### src/hw/rtl/itw_pkg.sv
// ----------------------------------------------------------------------------
// itw_pkg
// Shared widths, codes, control structs and helpers of the isometric tile walk.
// ----------------------------------------------------------------------------
`default_nettype none

package itw_pkg;

   localparam int COORD_BITS = 17;
   localparam int CALC_BITS  = COORD_BITS + 2;
   localparam int PIX_BITS   = 18;
   localparam int DIV_BITS   = 15;
   localparam int REM_BITS   = 9;
   localparam int PROD_BITS  = COORD_BITS + REM_BITS;
   localparam int CSR_IDX_BITS  = 3;
   localparam int CSR_DATA_BITS = 15;

   localparam logic KIND_START = 1'b0;
   localparam logic KIND_REPLY = 1'b1;

   localparam logic [CSR_IDX_BITS-1:0] REG_TILE_HEIGHT = 3'd0;
   localparam logic [CSR_IDX_BITS-1:0] REG_VIEW_LEFT   = 3'd1;
   localparam logic [CSR_IDX_BITS-1:0] REG_VIEW_TOP    = 3'd2;
   localparam logic [CSR_IDX_BITS-1:0] REG_VIEW_RIGHT  = 3'd3;
   localparam logic [CSR_IDX_BITS-1:0] REG_VIEW_BOTTOM = 3'd4;
   localparam logic [CSR_IDX_BITS-1:0] REG_MAP_COLUMNS = 3'd5;
   localparam logic [CSR_IDX_BITS-1:0] REG_MAP_ROWS    = 3'd6;

   typedef logic signed [COORD_BITS-1:0] coord_type;
   typedef logic signed [CALC_BITS-1:0]  calc_type;
   typedef logic signed [PIX_BITS-1:0]   pix_type;

   localparam calc_type COORD_LIM = calc_type'((1 << (COORD_BITS - 1)) - 1);

   typedef struct packed {
      logic start_load;
      logic div_go;
      logic div_y;
      logic take_x;
      logic take_y;
      logic init;
      logic reply;
      logic end_row;
      logic second_miss;
      logic calc_lo;
      logic move;
      logic first_miss;
      logic stop;
      logic emit;
   } cmd_type;

   typedef struct packed {
      logic walking;
      logic div_done;
      logic y_end;
      logic x_end;
      logic second;
      logic in_map;
      logic lo_bad;
   } stat_type;

   function automatic coord_type sat_coord(input calc_type v);
      coord_type r;
      if (v > COORD_LIM) begin
         r = coord_type'(COORD_LIM);
      end else if (v < -COORD_LIM) begin
         r = coord_type'(-COORD_LIM);
      end else begin
         r = coord_type'(v);
      end
      return r;
   endfunction

endpackage

`default_nettype wire

### src/hw/rtl/itw_req_if.sv
// ----------------------------------------------------------------------------
// itw_req_if
// Request channel: frame start or cell data reply.
// ----------------------------------------------------------------------------
`default_nettype none

interface itw_req_if;
   logic        valid;
   logic        ready;
   logic        kind;
   logic [14:0] scroll_x;
   logic [14:0] scroll_y;
   logic [15:0] tile_id;
   logic [15:0] cell_flag_bits;
   logic        holds_object;
   logic        object_self_draws;
   logic        path_cell;

   modport source (output valid, kind, scroll_x, scroll_y, tile_id, cell_flag_bits,
                   holds_object, object_self_draws, path_cell, input ready);
   modport sink   (input valid, kind, scroll_x, scroll_y, tile_id, cell_flag_bits,
                   holds_object, object_self_draws, path_cell, output ready);
endinterface

`default_nettype wire

### src/hw/rtl/itw_rsp_if.sv
// ----------------------------------------------------------------------------
// itw_rsp_if
// Response channel: draw command plus next cell request.
// ----------------------------------------------------------------------------
`default_nettype none

interface itw_rsp_if;
   logic               valid;
   logic               ready;
   logic               draw_enable;
   logic [15:0]        draw_tile;
   logic signed [15:0] draw_px;
   logic signed [15:0] draw_py;
   logic               overlay_enable;
   logic [7:0]         want_column;
   logic [7:0]         want_row;
   logic               walk_done;

   modport source (output valid, draw_enable, draw_tile, draw_px, draw_py, overlay_enable,
                   want_column, want_row, walk_done, input ready);
   modport sink   (input valid, draw_enable, draw_tile, draw_px, draw_py, overlay_enable,
                   want_column, want_row, walk_done, output ready);
endinterface

`default_nettype wire

### src/hw/rtl/isometric_tile_walk.sv
// ----------------------------------------------------------------------------
// isometric_tile_walk
// Tile-walk controller for a 2:1 isometric diamond map.
// ----------------------------------------------------------------------------
// A start item divides the scroll position by the tile size in a bit-serial
// divider (two divisions) and then seeks the first in-map cell before it
// loads the response register. A cell reply is accepted, passes at least once
// through the seek check (a diamond-row span jump goes on through the
// multiplier, and more checks follow when off-map cells or row ends are
// skipped) and then loads the response register. Every item gives one
// response; the next item is accepted while an earlier response still waits.
`default_nettype none

module isometric_tile_walk (
   input  wire logic                               clock,
   input  wire logic                               reset,
   itw_req_if.sink                                 req_chan,
   itw_rsp_if.source                               rsp_chan,
   input  wire logic                               csr_we,
   input  wire logic [itw_pkg::CSR_IDX_BITS-1:0]   csr_index,
   input  wire logic [itw_pkg::CSR_DATA_BITS-1:0]  csr_wdata
);
   itw_pkg::cmd_type  cmd;
   itw_pkg::stat_type stat;

   itw_ctrl u_ctrl (
      .clock     (clock),
      .reset     (reset),
      .in_valid  (req_chan.valid),
      .in_kind   (req_chan.kind),
      .in_ready  (req_chan.ready),
      .out_valid (rsp_chan.valid),
      .out_ready (rsp_chan.ready),
      .cmd       (cmd),
      .stat      (stat)
   );

   itw_dp u_dp (
      .clock             (clock),
      .reset             (reset),
      .cmd               (cmd),
      .stat              (stat),
      .scroll_x          (req_chan.scroll_x),
      .scroll_y          (req_chan.scroll_y),
      .tile_id           (req_chan.tile_id),
      .cell_flag_bits    (req_chan.cell_flag_bits),
      .holds_object      (req_chan.holds_object),
      .object_self_draws (req_chan.object_self_draws),
      .path_cell         (req_chan.path_cell),
      .csr_we            (csr_we),
      .csr_index         (csr_index),
      .csr_wdata         (csr_wdata),
      .draw_enable       (rsp_chan.draw_enable),
      .draw_tile         (rsp_chan.draw_tile),
      .draw_px           (rsp_chan.draw_px),
      .draw_py           (rsp_chan.draw_py),
      .overlay_enable    (rsp_chan.overlay_enable),
      .want_column       (rsp_chan.want_column),
      .want_row          (rsp_chan.want_row),
      .walk_done         (rsp_chan.walk_done)
   );

   // response register is never overwritten while a response is pending
   assert property (@(posedge clock) disable iff (reset)
      cmd.emit |-> !(rsp_chan.valid && !rsp_chan.ready))
      else $error("response overwritten while stalled");

   assert property (@(posedge clock) disable iff (reset)
      cmd.emit |=> rsp_chan.valid)
      else $error("emitted response not presented");

   // one item in flight: no new item the cycle after one is taken
   assert property (@(posedge clock) disable iff (reset)
      (req_chan.valid && req_chan.ready) |=> !req_chan.ready)
      else $error("second item accepted while busy");

   assert property (@(posedge clock) disable iff (reset)
      cmd.div_go |=> !stat.div_done)
      else $error("divider finished too early");

endmodule

`default_nettype wire

### src/hw/rtl/itw_div.sv
// ----------------------------------------------------------------------------
// itw_div
// Restoring divider, one quotient bit per cycle.
// ----------------------------------------------------------------------------
`default_nettype none

module itw_div (
   input  wire logic                          clock,
   input  wire logic                          reset,
   input  wire logic                          go,
   input  wire logic [itw_pkg::DIV_BITS-1:0]  dividend,
   input  wire logic [itw_pkg::REM_BITS-1:0]  divisor,
   output logic      [itw_pkg::DIV_BITS-1:0]  quotient,
   output logic      [itw_pkg::REM_BITS-1:0]  remainder,
   output logic                               done
);
   localparam int CNT_BITS = $clog2(itw_pkg::DIV_BITS + 1);

   logic [itw_pkg::DIV_BITS-1:0] quo_ff, quo_in;
   logic [itw_pkg::REM_BITS-1:0] rem_ff, rem_in;
   logic [CNT_BITS-1:0]          cnt_ff, cnt_in;
   logic                         busy_ff, busy_in;
   logic                         done_ff, done_in;
   logic [itw_pkg::REM_BITS:0]   trial;
   logic                         ge;

   always_comb begin
      trial   = {rem_ff, quo_ff[itw_pkg::DIV_BITS-1]};
      ge      = trial >= {1'b0, divisor};
      quo_in  = quo_ff;
      rem_in  = rem_ff;
      cnt_in  = cnt_ff;
      busy_in = busy_ff;
      done_in = 1'b0;
      if (go) begin
         quo_in  = dividend;
         rem_in  = '0;
         cnt_in  = CNT_BITS'(itw_pkg::DIV_BITS);
         busy_in = 1'b1;
      end else if (busy_ff) begin
         quo_in = {quo_ff[itw_pkg::DIV_BITS-2:0], ge};
         rem_in = ge ? itw_pkg::REM_BITS'(trial - {1'b0, divisor})
                     : trial[itw_pkg::REM_BITS-1:0];
         cnt_in = cnt_ff - 1'b1;
         if (cnt_ff == CNT_BITS'(1)) begin
            busy_in = 1'b0;
            done_in = 1'b1;
         end
      end
   end

   always_ff @(posedge clock) begin
      quo_ff <= quo_in;
      rem_ff <= rem_in;
      cnt_ff <= cnt_in;
      if (reset) begin
         busy_ff <= 1'b0;
         done_ff <= 1'b0;
      end else begin
         busy_ff <= busy_in;
         done_ff <= done_in;
      end
   end

   assign quotient  = quo_ff;
   assign remainder = rem_ff;
   assign done      = done_ff;
endmodule

`default_nettype wire

### src/hw/rtl/itw_dp.sv
// ----------------------------------------------------------------------------
// itw_dp
// Walk datapath: config registers, start division and correction, walk
// position, cell stepping and the response register.
// ----------------------------------------------------------------------------
`default_nettype none

module itw_dp (
   input  wire logic                               clock,
   input  wire logic                               reset,
   input  wire itw_pkg::cmd_type                   cmd,
   output itw_pkg::stat_type                       stat,
   input  wire logic [14:0]                        scroll_x,
   input  wire logic [14:0]                        scroll_y,
   input  wire logic [15:0]                        tile_id,
   input  wire logic [15:0]                        cell_flag_bits,
   input  wire logic                               holds_object,
   input  wire logic                               object_self_draws,
   input  wire logic                               path_cell,
   input  wire logic                               csr_we,
   input  wire logic [itw_pkg::CSR_IDX_BITS-1:0]   csr_index,
   input  wire logic [itw_pkg::CSR_DATA_BITS-1:0]  csr_wdata,
   output logic                                    draw_enable,
   output logic [15:0]                             draw_tile,
   output logic signed [15:0]                      draw_px,
   output logic signed [15:0]                      draw_py,
   output logic                                    overlay_enable,
   output logic [7:0]                              want_column,
   output logic [7:0]                              want_row,
   output logic                                    walk_done
);
   localparam int W12 = 12;
   localparam itw_pkg::calc_type CALC_ONE   = itw_pkg::calc_type'(1);
   localparam itw_pkg::calc_type CALC_THREE = itw_pkg::calc_type'(3);

   // config
   logic [7:0]  th_cfg_ff, mc_ff, mr_ff;
   logic [14:0] vl_ff, vt_ff, vr_ff, vb_ff;

   // start operands and division results
   logic [14:0]                  sx_ff, sy_ff;
   logic [itw_pkg::DIV_BITS-1:0] q_ff, q_in;
   logic [itw_pkg::REM_BITS-1:0] xr_ff, xr_in;
   logic signed [15:0]           r_ff, r_in;
   logic signed [9:0]            yr_ff, yr_in;

   // walk state
   itw_pkg::coord_type cur_col_ff, cur_col_in, cur_row_ff, cur_row_in;
   itw_pkg::coord_type line_col_ff, line_col_in, line_row_ff, line_row_in;
   itw_pkg::pix_type   pix_x_ff, pix_x_in, pix_y_ff, pix_y_in;
   logic [8:0]         rem_x_ff, rem_x_in;
   logic               second_ff, second_in;
   logic               walking_ff, walking_in;
   itw_pkg::calc_type  lo_ff, lo_in, hi_ff, hi_in;

   // pending draw of the last reply
   logic               pen_en_ff, pen_en_in, pen_ov_ff, pen_ov_in;
   logic [15:0]        pen_tile_ff, pen_tile_in;
   logic signed [15:0] pen_px_ff, pen_px_in, pen_py_ff, pen_py_in;

   // response register
   logic               o_en_ff, o_ov_ff, o_done_ff;
   logic [15:0]        o_tile_ff;
   logic signed [15:0] o_px_ff, o_py_ff;
   logic [7:0]         o_col_ff, o_row_ff;

   // derived values
   logic [8:0]                       th, tw;
   logic [7:0]                       halfh;
   itw_pkg::pix_type                 xlim, ylim, row_x;
   itw_pkg::calc_type                cc, cr, wc, hc;
   logic                             in_map;
   logic signed [15:0]               ys;
   logic [itw_pkg::DIV_BITS-1:0]     ymag;
   logic [itw_pkg::DIV_BITS-1:0]     div_dividend, div_q;
   logic [itw_pkg::REM_BITS-1:0]     div_divisor, div_r;
   logic                             div_done;
   logic [itw_pkg::PROD_BITS-1:0]    prod;
   logic signed [itw_pkg::PROD_BITS:0] prod_w, diff_w;
   logic                             lo_bad;

   assign th    = (th_cfg_ff == 8'd0) ? 9'd1 : {1'b0, th_cfg_ff};
   assign tw    = {th[7:0], 1'b0};
   assign halfh = 8'((th + 9'd1) >> 1);
   assign xlim  = $signed(itw_pkg::PIX_BITS'(vr_ff)) + $signed(itw_pkg::PIX_BITS'({th, 2'b00}));
   assign ylim  = $signed(itw_pkg::PIX_BITS'(vb_ff)) + $signed(itw_pkg::PIX_BITS'({th, 1'b0}));
   assign row_x = $signed(itw_pkg::PIX_BITS'(vl_ff)) - $signed(itw_pkg::PIX_BITS'({th, 2'b00}))
                  - $signed(itw_pkg::PIX_BITS'(rem_x_ff));
   assign cc    = itw_pkg::calc_type'(cur_col_ff);
   assign cr    = itw_pkg::calc_type'(cur_row_ff);
   assign wc    = itw_pkg::calc_type'(mc_ff);
   assign hc    = itw_pkg::calc_type'(mr_ff);
   assign in_map = (cc >= 0) && (cc < wc) && (cr >= 0) && (cr < hc);

   assign ys   = $signed({1'b0, sy_ff}) - $signed({8'd0, halfh});
   assign ymag = ys[15] ? itw_pkg::DIV_BITS'(-ys) : ys[14:0];
   assign div_dividend = cmd.div_y ? ymag : sx_ff;
   assign div_divisor  = cmd.div_y ? th : tw;

   itw_div u_div (
      .clock     (clock),
      .reset     (reset),
      .go        (cmd.div_go),
      .dividend  (div_dividend),
      .divisor   (div_divisor),
      .quotient  (div_q),
      .remainder (div_r),
      .done      (div_done)
   );

   assign prod   = itw_pkg::PROD_BITS'(lo_ff[itw_pkg::COORD_BITS-1:0] * tw);
   assign prod_w = $signed({1'b0, prod});
   assign diff_w = (itw_pkg::PROD_BITS+1)'(xlim - pix_x_ff);
   assign lo_bad = (lo_ff > hi_ff) || (prod_w >= diff_w);

   assign stat.walking  = walking_ff;
   assign stat.div_done = div_done;
   assign stat.y_end    = pix_y_ff >= ylim;
   assign stat.x_end    = pix_x_ff >= xlim;
   assign stat.second   = second_ff;
   assign stat.in_map   = in_map;
   assign stat.lo_bad   = lo_bad;

   always_comb begin
      logic signed [W12-1:0] xs, yv, t12, h12;
      logic signed [W12-1:0] xn, yn;
      itw_pkg::calc_type     dc, dr, c0, r0, a, b, lo, hi, nc;
      logic                  blk, hit;
      itw_pkg::pix_type      dx, dy;

      q_in        = q_ff;
      xr_in       = xr_ff;
      r_in        = r_ff;
      yr_in       = yr_ff;
      cur_col_in  = cur_col_ff;
      cur_row_in  = cur_row_ff;
      line_col_in = line_col_ff;
      line_row_in = line_row_ff;
      pix_x_in    = pix_x_ff;
      pix_y_in    = pix_y_ff;
      rem_x_in    = rem_x_ff;
      second_in   = second_ff;
      walking_in  = walking_ff;
      lo_in       = lo_ff;
      hi_in       = hi_ff;
      pen_en_in   = pen_en_ff;
      pen_ov_in   = pen_ov_ff;
      pen_tile_in = pen_tile_ff;
      pen_px_in   = pen_px_ff;
      pen_py_in   = pen_py_ff;

      // start cell correction by diamond quarter
      xs  = W12'(xr_ff);
      yv  = W12'(yr_ff);
      t12 = W12'(th);
      h12 = W12'(halfh);
      dc  = '0;
      dr  = '0;
      xn  = xs;
      yn  = yv;
      case ({xs >= t12, yv > h12})
         2'b00: begin
            if (xs < t12 - 2 * yv) begin
               dc = -CALC_ONE; xn = xs + t12; yn = yv + h12;
            end
         end
         2'b10: begin
            if (xs >= t12 + 2 * yv) begin
               dr = -CALC_ONE; xn = xs - t12; yn = yv + h12;
            end
         end
         2'b01: begin
            if (xs < t12 + 2 * (yv - t12)) begin
               dr = CALC_ONE; xn = xs + t12; yn = yv - h12;
            end
         end
         default: begin
            if (xs >= t12 + 2 * (t12 - yv)) begin
               dc = CALC_ONE; xn = xs - t12; yn = yv - h12;
            end
         end
      endcase
      c0 = itw_pkg::calc_type'(r_ff) + itw_pkg::calc_type'(q_ff) - CALC_THREE + dc;
      r0 = itw_pkg::calc_type'(r_ff) - itw_pkg::calc_type'(q_ff) + dr;

      // diamond row span
      a  = -cc - CALC_ONE;
      b  = cr - hc + CALC_ONE;
      lo = '0;
      if (a > lo) lo = a;
      if (b > lo) lo = b;
      hi = wc - CALC_ONE - cc;
      if (cr < hi) hi = cr;

      // draw decision for a reply
      blk = (|cell_flag_bits[1:0]) && cell_flag_bits[3] && holds_object;
      hit = walking_ff && (tile_id != 16'd0);
      dx  = pix_x_ff + (second_ff ? itw_pkg::pix_type'(th) : '0);
      dy  = pix_y_ff + (second_ff ? itw_pkg::pix_type'(halfh) : '0);
      nc  = itw_pkg::calc_type'(itw_pkg::sat_coord(cc + CALC_ONE));

      if (cmd.start_load) begin
         pen_en_in   = 1'b0;
         pen_ov_in   = 1'b0;
         pen_tile_in = '0;
         pen_px_in   = '0;
         pen_py_in   = '0;
      end
      if (cmd.take_x) begin
         q_in  = div_q;
         xr_in = div_r;
      end
      if (cmd.take_y) begin
         r_in  = ys[15] ? -$signed({1'b0, div_q}) : $signed({1'b0, div_q});
         yr_in = ys[15] ? -$signed(10'(div_r)) : $signed(10'(div_r));
      end
      if (cmd.init) begin
         rem_x_in    = xn[8:0];
         cur_col_in  = itw_pkg::sat_coord(c0);
         line_col_in = itw_pkg::sat_coord(c0);
         cur_row_in  = itw_pkg::sat_coord(r0);
         line_row_in = itw_pkg::sat_coord(r0);
         pix_x_in    = $signed(itw_pkg::PIX_BITS'(vl_ff))
                       - $signed(itw_pkg::PIX_BITS'({th, 2'b00}))
                       - itw_pkg::PIX_BITS'(xn);
         pix_y_in    = $signed(itw_pkg::PIX_BITS'(vt_ff))
                       - $signed(itw_pkg::PIX_BITS'({th, 1'b0}))
                       - itw_pkg::PIX_BITS'(yn);
         second_in   = 1'b0;
         walking_in  = 1'b1;
      end
      if (cmd.reply) begin
         pen_en_in   = hit && !(blk && object_self_draws);
         pen_ov_in   = hit && !blk && path_cell;
         pen_tile_in = pen_en_in ? tile_id : '0;
         pen_px_in   = pen_en_in ? dx[15:0] : '0;
         pen_py_in   = pen_en_in ? dy[15:0] : '0;
         if (walking_ff) begin
            if (!second_ff) begin
               if (nc == wc) begin
                  pix_y_in    = pix_y_ff + itw_pkg::pix_type'(th);
                  line_col_in = itw_pkg::sat_coord(itw_pkg::calc_type'(line_col_ff) + CALC_ONE);
                  line_row_in = itw_pkg::sat_coord(itw_pkg::calc_type'(line_row_ff) + CALC_ONE);
                  cur_col_in  = line_col_in;
                  cur_row_in  = line_row_in;
                  pix_x_in    = row_x;
                  second_in   = 1'b0;
               end else begin
                  cur_col_in = itw_pkg::coord_type'(nc);
                  second_in  = 1'b1;
               end
            end else begin
               cur_row_in = itw_pkg::sat_coord(cr - CALC_ONE);
               second_in  = 1'b0;
               pix_x_in   = pix_x_ff + itw_pkg::pix_type'(tw);
            end
         end
      end
      if (cmd.end_row) begin
         pix_y_in    = pix_y_ff + itw_pkg::pix_type'(th);
         line_col_in = itw_pkg::sat_coord(itw_pkg::calc_type'(line_col_ff) + CALC_ONE);
         line_row_in = itw_pkg::sat_coord(itw_pkg::calc_type'(line_row_ff) + CALC_ONE);
         cur_col_in  = line_col_in;
         cur_row_in  = line_row_in;
         pix_x_in    = row_x;
         second_in   = 1'b0;
      end
      if (cmd.second_miss) begin
         cur_row_in = itw_pkg::sat_coord(cr - CALC_ONE);
         second_in  = 1'b0;
         pix_x_in   = pix_x_ff + itw_pkg::pix_type'(tw);
      end
      if (cmd.calc_lo) begin
         lo_in = lo;
         hi_in = hi;
      end
      if (cmd.move) begin
         cur_col_in = itw_pkg::sat_coord(cc + lo_ff);
         cur_row_in = itw_pkg::sat_coord(cr - lo_ff);
         pix_x_in   = pix_x_ff + itw_pkg::pix_type'(prod);
      end
      if (cmd.first_miss) begin
         cur_col_in = itw_pkg::sat_coord(cc + CALC_ONE);
         second_in  = 1'b1;
      end
      if (cmd.stop) begin
         walking_in = 1'b0;
      end
   end

   always_ff @(posedge clock) begin
      if (cmd.start_load) begin
         sx_ff <= scroll_x;
         sy_ff <= scroll_y;
      end
      q_ff        <= q_in;
      xr_ff       <= xr_in;
      r_ff        <= r_in;
      yr_ff       <= yr_in;
      lo_ff       <= lo_in;
      hi_ff       <= hi_in;
      pen_en_ff   <= pen_en_in;
      pen_ov_ff   <= pen_ov_in;
      pen_tile_ff <= pen_tile_in;
      pen_px_ff   <= pen_px_in;
      pen_py_ff   <= pen_py_in;
      if (cmd.emit) begin
         o_en_ff   <= pen_en_ff;
         o_ov_ff   <= pen_ov_ff;
         o_tile_ff <= pen_tile_ff;
         o_px_ff   <= pen_px_ff;
         o_py_ff   <= pen_py_ff;
         o_col_ff  <= walking_ff ? cur_col_ff[7:0] : 8'd0;
         o_row_ff  <= walking_ff ? cur_row_ff[7:0] : 8'd0;
         o_done_ff <= !walking_ff;
      end
      if (reset) begin
         th_cfg_ff   <= 8'd16;
         vl_ff       <= 15'd0;
         vt_ff       <= 15'd0;
         vr_ff       <= 15'd640;
         vb_ff       <= 15'd480;
         mc_ff       <= 8'd128;
         mr_ff       <= 8'd128;
         cur_col_ff  <= '0;
         cur_row_ff  <= '0;
         line_col_ff <= '0;
         line_row_ff <= '0;
         pix_x_ff    <= '0;
         pix_y_ff    <= '0;
         rem_x_ff    <= '0;
         second_ff   <= 1'b0;
         walking_ff  <= 1'b0;
      end else begin
         if (csr_we) begin
            case (csr_index)
               itw_pkg::REG_TILE_HEIGHT: th_cfg_ff <= csr_wdata[7:0];
               itw_pkg::REG_VIEW_LEFT:   vl_ff     <= csr_wdata;
               itw_pkg::REG_VIEW_TOP:    vt_ff     <= csr_wdata;
               itw_pkg::REG_VIEW_RIGHT:  vr_ff     <= csr_wdata;
               itw_pkg::REG_VIEW_BOTTOM: vb_ff     <= csr_wdata;
               itw_pkg::REG_MAP_COLUMNS: mc_ff     <= csr_wdata[7:0];
               itw_pkg::REG_MAP_ROWS:    mr_ff     <= csr_wdata[7:0];
               default: ;
            endcase
         end
         cur_col_ff  <= cur_col_in;
         cur_row_ff  <= cur_row_in;
         line_col_ff <= line_col_in;
         line_row_ff <= line_row_in;
         pix_x_ff    <= pix_x_in;
         pix_y_ff    <= pix_y_in;
         rem_x_ff    <= rem_x_in;
         second_ff   <= second_in;
         walking_ff  <= walking_in;
      end
   end

   assign draw_enable    = o_en_ff;
   assign draw_tile      = o_tile_ff;
   assign draw_px        = o_px_ff;
   assign draw_py        = o_py_ff;
   assign overlay_enable = o_ov_ff;
   assign want_column    = o_col_ff;
   assign want_row       = o_row_ff;
   assign walk_done      = o_done_ff;
endmodule

`default_nettype wire

### src/hw/rtl/itw_ctrl.sv
// ----------------------------------------------------------------------------
// itw_ctrl
// Walk sequencer: start division, cell seek loop and response handoff.
// ----------------------------------------------------------------------------
`default_nettype none

module itw_ctrl (
   input  wire logic               clock,
   input  wire logic               reset,
   input  wire logic               in_valid,
   input  wire logic               in_kind,
   output logic                    in_ready,
   output logic                    out_valid,
   input  wire logic               out_ready,
   output itw_pkg::cmd_type        cmd,
   input  wire itw_pkg::stat_type  stat
);
   localparam logic [3:0] ST_IDLE  = 4'd0;
   localparam logic [3:0] ST_XGO   = 4'd1;
   localparam logic [3:0] ST_XWAIT = 4'd2;
   localparam logic [3:0] ST_YGO   = 4'd3;
   localparam logic [3:0] ST_YWAIT = 4'd4;
   localparam logic [3:0] ST_CORR  = 4'd5;
   localparam logic [3:0] ST_CHK   = 4'd6;
   localparam logic [3:0] ST_LO    = 4'd7;
   localparam logic [3:0] ST_MUL   = 4'd8;
   localparam logic [3:0] ST_FIRST = 4'd9;
   localparam logic [3:0] ST_FIN   = 4'd10;

   logic [3:0] state_ff, state_in;
   logic       ov_ff, ov_in;
   logic       out_free;

   assign out_free = !ov_ff || out_ready;
   assign in_ready = (state_ff == ST_IDLE);

   always_comb begin
      state_in = state_ff;
      cmd      = '0;
      case (state_ff)
         ST_IDLE: begin
            if (in_valid) begin
               if (in_kind == itw_pkg::KIND_START) begin
                  cmd.start_load = 1'b1;
                  state_in       = ST_XGO;
               end else begin
                  cmd.reply = 1'b1;
                  state_in  = ST_CHK;
               end
            end
         end
         ST_XGO: begin
            cmd.div_go = 1'b1;
            state_in   = ST_XWAIT;
         end
         ST_XWAIT: begin
            if (stat.div_done) begin
               cmd.take_x = 1'b1;
               state_in   = ST_YGO;
            end
         end
         ST_YGO: begin
            cmd.div_go = 1'b1;
            cmd.div_y  = 1'b1;
            state_in   = ST_YWAIT;
         end
         ST_YWAIT: begin
            cmd.div_y = 1'b1;
            if (stat.div_done) begin
               cmd.take_y = 1'b1;
               state_in   = ST_CORR;
            end
         end
         ST_CORR: begin
            cmd.init = 1'b1;
            state_in = ST_CHK;
         end
         ST_CHK: begin
            if (!stat.walking) begin
               state_in = ST_FIN;
            end else if (stat.y_end) begin
               cmd.stop = 1'b1;
               state_in = ST_FIN;
            end else if (stat.x_end) begin
               cmd.end_row = 1'b1;
            end else if (!stat.second) begin
               state_in = ST_LO;
            end else if (stat.in_map) begin
               state_in = ST_FIN;
            end else begin
               cmd.second_miss = 1'b1;
            end
         end
         ST_LO: begin
            cmd.calc_lo = 1'b1;
            state_in    = ST_MUL;
         end
         ST_MUL: begin
            if (stat.lo_bad) begin
               cmd.end_row = 1'b1;
               state_in    = ST_CHK;
            end else begin
               cmd.move = 1'b1;
               state_in = ST_FIRST;
            end
         end
         ST_FIRST: begin
            if (stat.in_map) begin
               state_in = ST_FIN;
            end else begin
               cmd.first_miss = 1'b1;
               state_in       = ST_CHK;
            end
         end
         ST_FIN: begin
            if (out_free) begin
               cmd.emit = 1'b1;
               state_in = ST_IDLE;
            end
         end
         default: state_in = ST_IDLE;
      endcase
   end

   always_comb begin
      ov_in = ov_ff;
      if (cmd.emit) begin
         ov_in = 1'b1;
      end else if (out_ready) begin
         ov_in = 1'b0;
      end
   end

   always_ff @(posedge clock) begin
      if (reset) begin
         state_ff <= ST_IDLE;
         ov_ff    <= 1'b0;
      end else begin
         state_ff <= state_in;
         ov_ff    <= ov_in;
      end
   end

   assign out_valid = ov_ff;
endmodule

`default_nettype wire

### src/flat_wrapper.sv
// flat-port wrapper written by rule: the top's interface ports become plain ports
module isometric_tile_walk_flat 
  (clock, reset, csr_we, csr_index, csr_wdata, req_chan_valid, req_chan_kind, req_chan_scroll_x, req_chan_scroll_y, req_chan_tile_id, req_chan_cell_flag_bits, req_chan_holds_object, req_chan_object_self_draws, req_chan_path_cell, req_chan_ready, rsp_chan_valid, rsp_chan_draw_enable, rsp_chan_draw_tile, rsp_chan_draw_px, rsp_chan_draw_py, rsp_chan_overlay_enable, rsp_chan_want_column, rsp_chan_want_row, rsp_chan_walk_done, rsp_chan_ready);
  itw_req_if req_chan_i ();
  itw_rsp_if rsp_chan_i ();
  input  wire logic clock;
  input  wire logic reset;
  input  wire logic csr_we;
  input  wire logic [itw_pkg::CSR_IDX_BITS-1:0] csr_index;
  input  wire logic [itw_pkg::CSR_DATA_BITS-1:0] csr_wdata;
  input wire logic [$bits(req_chan_i.valid)-1:0] req_chan_valid;
  input wire logic [$bits(req_chan_i.kind)-1:0] req_chan_kind;
  input wire logic [$bits(req_chan_i.scroll_x)-1:0] req_chan_scroll_x;
  input wire logic [$bits(req_chan_i.scroll_y)-1:0] req_chan_scroll_y;
  input wire logic [$bits(req_chan_i.tile_id)-1:0] req_chan_tile_id;
  input wire logic [$bits(req_chan_i.cell_flag_bits)-1:0] req_chan_cell_flag_bits;
  input wire logic [$bits(req_chan_i.holds_object)-1:0] req_chan_holds_object;
  input wire logic [$bits(req_chan_i.object_self_draws)-1:0] req_chan_object_self_draws;
  input wire logic [$bits(req_chan_i.path_cell)-1:0] req_chan_path_cell;
  output wire logic [$bits(req_chan_i.ready)-1:0] req_chan_ready;
  output wire logic [$bits(rsp_chan_i.valid)-1:0] rsp_chan_valid;
  output wire logic [$bits(rsp_chan_i.draw_enable)-1:0] rsp_chan_draw_enable;
  output wire logic [$bits(rsp_chan_i.draw_tile)-1:0] rsp_chan_draw_tile;
  output wire logic [$bits(rsp_chan_i.draw_px)-1:0] rsp_chan_draw_px;
  output wire logic [$bits(rsp_chan_i.draw_py)-1:0] rsp_chan_draw_py;
  output wire logic [$bits(rsp_chan_i.overlay_enable)-1:0] rsp_chan_overlay_enable;
  output wire logic [$bits(rsp_chan_i.want_column)-1:0] rsp_chan_want_column;
  output wire logic [$bits(rsp_chan_i.want_row)-1:0] rsp_chan_want_row;
  output wire logic [$bits(rsp_chan_i.walk_done)-1:0] rsp_chan_walk_done;
  input wire logic [$bits(rsp_chan_i.ready)-1:0] rsp_chan_ready;
  assign req_chan_i.valid = req_chan_valid;
  assign req_chan_i.kind = req_chan_kind;
  assign req_chan_i.scroll_x = req_chan_scroll_x;
  assign req_chan_i.scroll_y = req_chan_scroll_y;
  assign req_chan_i.tile_id = req_chan_tile_id;
  assign req_chan_i.cell_flag_bits = req_chan_cell_flag_bits;
  assign req_chan_i.holds_object = req_chan_holds_object;
  assign req_chan_i.object_self_draws = req_chan_object_self_draws;
  assign req_chan_i.path_cell = req_chan_path_cell;
  assign req_chan_ready = req_chan_i.ready;
  assign rsp_chan_valid = rsp_chan_i.valid;
  assign rsp_chan_draw_enable = rsp_chan_i.draw_enable;
  assign rsp_chan_draw_tile = rsp_chan_i.draw_tile;
  assign rsp_chan_draw_px = rsp_chan_i.draw_px;
  assign rsp_chan_draw_py = rsp_chan_i.draw_py;
  assign rsp_chan_overlay_enable = rsp_chan_i.overlay_enable;
  assign rsp_chan_want_column = rsp_chan_i.want_column;
  assign rsp_chan_want_row = rsp_chan_i.want_row;
  assign rsp_chan_walk_done = rsp_chan_i.walk_done;
  assign rsp_chan_i.ready = rsp_chan_ready;
  isometric_tile_walk u_core (.clock(clock), .reset(reset), .req_chan(req_chan_i), .rsp_chan(rsp_chan_i), .csr_we(csr_we), .csr_index(csr_index), .csr_wdata(csr_wdata));
endmodule
### config.mk
export PLATFORM = sky130hd
export DESIGN_NAME = isometric_tile_walk_flat
export DESIGN_NICKNAME = d
export VERILOG_FILES = /design/src/hw/rtl/itw_pkg.sv /design/src/hw/rtl/itw_req_if.sv /design/src/hw/rtl/itw_rsp_if.sv /design/src/hw/rtl/isometric_tile_walk.sv /design/src/hw/rtl/itw_div.sv /design/src/hw/rtl/itw_dp.sv /design/src/hw/rtl/itw_ctrl.sv /design/src/flat_wrapper.sv
export SDC_FILE = /design/constraint.sdc
export NUM_CORES = 2
export LEC_CHECK = 0
export BUFFER_PORTS_ARGS = -buffer_cell sky130_fd_sc_hd__buf_2
export CAP_MARGIN = 20
export CORE_AREA = 4 4 394 318
export DETAILED_ROUTE_END_ITERATION = 10
export DIE_AREA = 0 0 398 322
export GPL_TIMING_DRIVEN = 0
export PLACE_DENSITY_LB_ADDON = 0.08
export SLEW_MARGIN = 20
export SYNTH_ARGS = -nofsm -noshare
export SYNTH_HDL_FRONTEND = slang
export SYNTH_SLANG_ARGS = --single-unit
### constraint.sdc
create_clock -name clock -period 18.71 [get_ports clock]
set_input_delay 4.6775 -clock clock [delete_from_list [all_inputs] [get_ports clock]]
set_output_delay 4.6775 -clock clock [all_outputs]
set_load 0.05 [all_outputs]
==> metrics.md <==
| Metric | Value |
|---|---|
| Die height | 322 um |
| Final RePlAce weighted congestion | 0.980 |
| Vias in the first global route | 41962 |
| Chip width | 398 um |
| Post_cts resized | 0 |
| Hold Violations, Final | 0 |
| Fin. max-slew vios | 0 |
| Hold Path Depth | 0 |
| TritonRoute pass-1 iters | 6 |
| Skew final | 48.6 ps |
| Routed WL | 198000 um |
| Layout cells sized above 1 | 6.37% |
| ANT nets after route | 0 |
| Crit Path Class | reg -> reg |
| TNS Setup | 0 ps |
| Top-count cell post-synth | nand2_1 |
| R2r setup slk | 5300 ps |
| Die ar. | 128000 sq um |
| R2r worst-path depth | 35 |
| RSZ-0062 raised after global routing | false |
| Yosys reg bits | 468 |
| First-pass GRT wire length | 286000 um |
| # hold bufs at CTS | 0 |
| WHS | 405 ps |
| Vias | 45627 |
| Top cells by area, synth | edfxtp_1 16%, ha_1 15%, dfxtp_1 9.1%, fa_1 6.3%, xnor2_1 4.8% |
| Global router's overall resource usage | 29.9% |
| Post-synth top cells | 578 x nand2_1, 576 x ha_1, 509 x inv_1 |
| Met2 WL | 79300 um |
| Mean Syn Cell Area | 8.31 sq um |
| CTS max path bufs | 3 |
| CP startpoint kind | flop |
| Syn Nets | 6620 |
| Insertion delay to the later sink of the worst-skew pair | 710 ps |
| Worst Hold End | u_core.u_dp.draw_py[2] |
| Clock Sinks | 468 |
| Largest net degree at the start of global routing | 42 |
| Antenna violations before repair | 13 |
| Crit path capture type | flop |
| Final period utilization | 71.7% |
| Synth area leader | edfxtp_1 |
| Root Driver | clkbuf_16 |
| Hold path start | u_core.u_dp.pen_py_ff[2] |
| Dpl hpwl | 160000 um |
| IO Port Bufs | 141 |
| Fillcell total | 12274 |
| F_max | 0.0746 GHz |
| Post-Syn Area | 48200 sq um |
| Crit path max fanout | 12 |
| Initial DRC count | 4939 |
| Residual DRC | 0 |
| Final Util | 44.1% |
| Worst r2r dst | u_core.u_dp.cur_row_ff[14] |
| Avg Vias per Cell | 5.93 |
| Synth-to-layout area growth | 10.5% |
| CTS tree | yes |
| Slowest CP cell | dfxtp_1 |
| Setup violations, final | 0 |
| Top_reg_cell synth | edfxtp_1 |
| FF-to-FF Start | u_core.u_dp.th_cfg_ff[2] |
| Met1 WL | 93900 um |
| Most Frequent Cell on Critical Path | a21oi_1 |
| Worst path arrival time | 13950 ps |
| Tmin final | 13410 ps |
| Slowest stage delay, CP | 1140 ps |
| I/O pin count | 158 |
| Total grt overflow | 0 |
| Origin of the worst setup path | u_core.u_dp.th_cfg_ff[2] |
| Relative slew slack | 14.0% |
| Setup slack after layout | 5300 ps |
| Starting Density | 39.9% |
| Max-cap violation count | 0 |
| Core area | 121000 sq um |
| Slew @ Worst Pin | 1290 ps |
| H-Tree Depth | 2 |
| Clock transition at the registers of the reported paths | 70 ps |
| Cell area power density | 97.3 nW/um^2 |
| Leak pwr | 22.3 nW |
| Synth top area share | 15.5% |
| # nets final | 6833 |
| Worst path required time | 19250 ps |
| Worst VDD drop | 95.6 uV |
| Uppermost layer routed | met5 |
| Yosys warning total | 0 |
| Post-synth EDFFs | 249 |
| Num CTS Buffers | 55 |
| Post-Synthesis Cells | 5804 |
| Row count | 114 |
| Pre-CTS WS | 5500 ps |
| Post-CTS Setup Bufs | 0 |
| Post-synth ARST share | 0% |
| Register area share after synthesis | 24.6% |
| Status | complete, no violations |
| HP Class | reg -> reg |
| WL met3 | 19600 um |
| Cell variety after synth | 106 |
| Avg WL per Cell | 25.7 um |
## cells in the final DEF, fill, tap and decap left out, drive strengths merged, types with 76 or more instances in the layout
cell      n
a211oi   86
a21o    135
a21oi   463
buf     203
clkbuf  237
dfxtp   219
edfxtp  249
fa      151
ha      576
inv     517
nand2   578
nand2b   78
nand3    98
nor2    505
nor3    113
o21ai   309
o21bai   76
xnor2   266
xor2    131
## worst max-delay path by stage
stage | slack (ps) | end | depth (start not counted)
floorplan | 9680 | u_core.u_dp.cur_row_ff[1] | 40
global placement | 4750 | u_core.u_dp.cur_row_ff[14] | 34
detailed placement | 5500 | u_core.u_dp.cur_row_ff[14] | 35
CTS | 5420 | u_core.u_dp.cur_row_ff[14] | 35
global route | 4890 | u_core.u_dp.cur_row_ff[14] | 35
finish | 5300 | u_core.u_dp.cur_row_ff[14] | 35
## report_power, final
group          switching, W  internal [W]  total [W]
Combinational       0.00160      0.000923    0.00252
Sequential         0.000154       0.00128    0.00144
Clock              0.000522      0.000706    0.00123
Total               0.00227       0.00291    0.00518
## sequential cells by signal, indices dropped and copies added (netlist names), 16 cells and up
signal	count
u_core.u_dp.line_col_ff	17
u_core.u_dp.hi_ff	18
u_core.u_dp.pen_py_ff	16
u_core.u_dp.draw_tile	16
u_core.u_dp.cur_row_ff	17
u_core.u_dp.cur_col_ff	17
u_core.u_dp.pen_px_ff	16
u_core.u_dp.draw_px	16
u_core.u_dp.draw_py	16
u_core.u_dp.pix_y_ff	18
u_core.u_dp.r_ff	16
u_core.u_dp.line_row_ff	17
u_core.u_dp.pix_x_ff	18
u_core.u_dp.lo_ff	19
u_core.u_dp.pen_tile_ff	16
## worst max-delay path, delay by kind of cell (launching register included)
family	cells	cell delay, ps
AND/OR/NAND/NOR	5	1060
adder cells (fa/ha/maj)	5	2100
AO/OA/AOI/OAI	17	5390
flip-flops	1	1140
XOR/XNOR	1	140
buffers and inverters	7	3350
## stage by stage
stage | cell area, sq um | instances | total power, W
after global placement | 51000 | 7569 | 0.00388
after detailed placement | 51200 | 7582 | 0.00389
after global routing | 53300 | 7688 | 0.00548
after CTS | 53200 | 7686 | 0.00514
after floorplan | 48200 | 5804 | 0.00311
final | 53300 | 7692 | 0.00518
## cell families after synthesis
| kind of cell | Yosys count | synth area share, % |
|---|---|---|
| fa+ha+maj | 736 | 21.4 |
| simple gates | 1792 | 17.6 |
| compound gates | 1628 | 22.3 |
| mux | 46 | 0.970 |
| flops | 468 | 24.6 |
| buf+inv | 736 | 5.86 |
| xor+xnor | 398 | 7.27 |
## area by class of cell
type                       instances  area (sq um)  share of cell area, %
antenna                            4          10.0                 0.0188
multi-input combinational       4600         33600                   63.1
buffer                           220           903                   1.69
clock buffer                      64          1460                   2.74
clock inverter                    40           548                   1.03
sequential                       468         11900                   22.3
inverter                         516          1940                   3.63
tap                             1624          2030                   3.81
timing repair buffer             156           932                   1.75
## per-layer routing
| layer | vias to the layer above | global-route usage [%] |
|---|---|---|
| met3 | 273 | 5.87 |
| li1 | 21297 | - |
| met4 | 4 | 7.17 |
| met1 | 21974 | 45.8 |
| met2 | 2079 | 42.8 |
| met5 | - | 0 |
(Power assumes the default switching activity.)
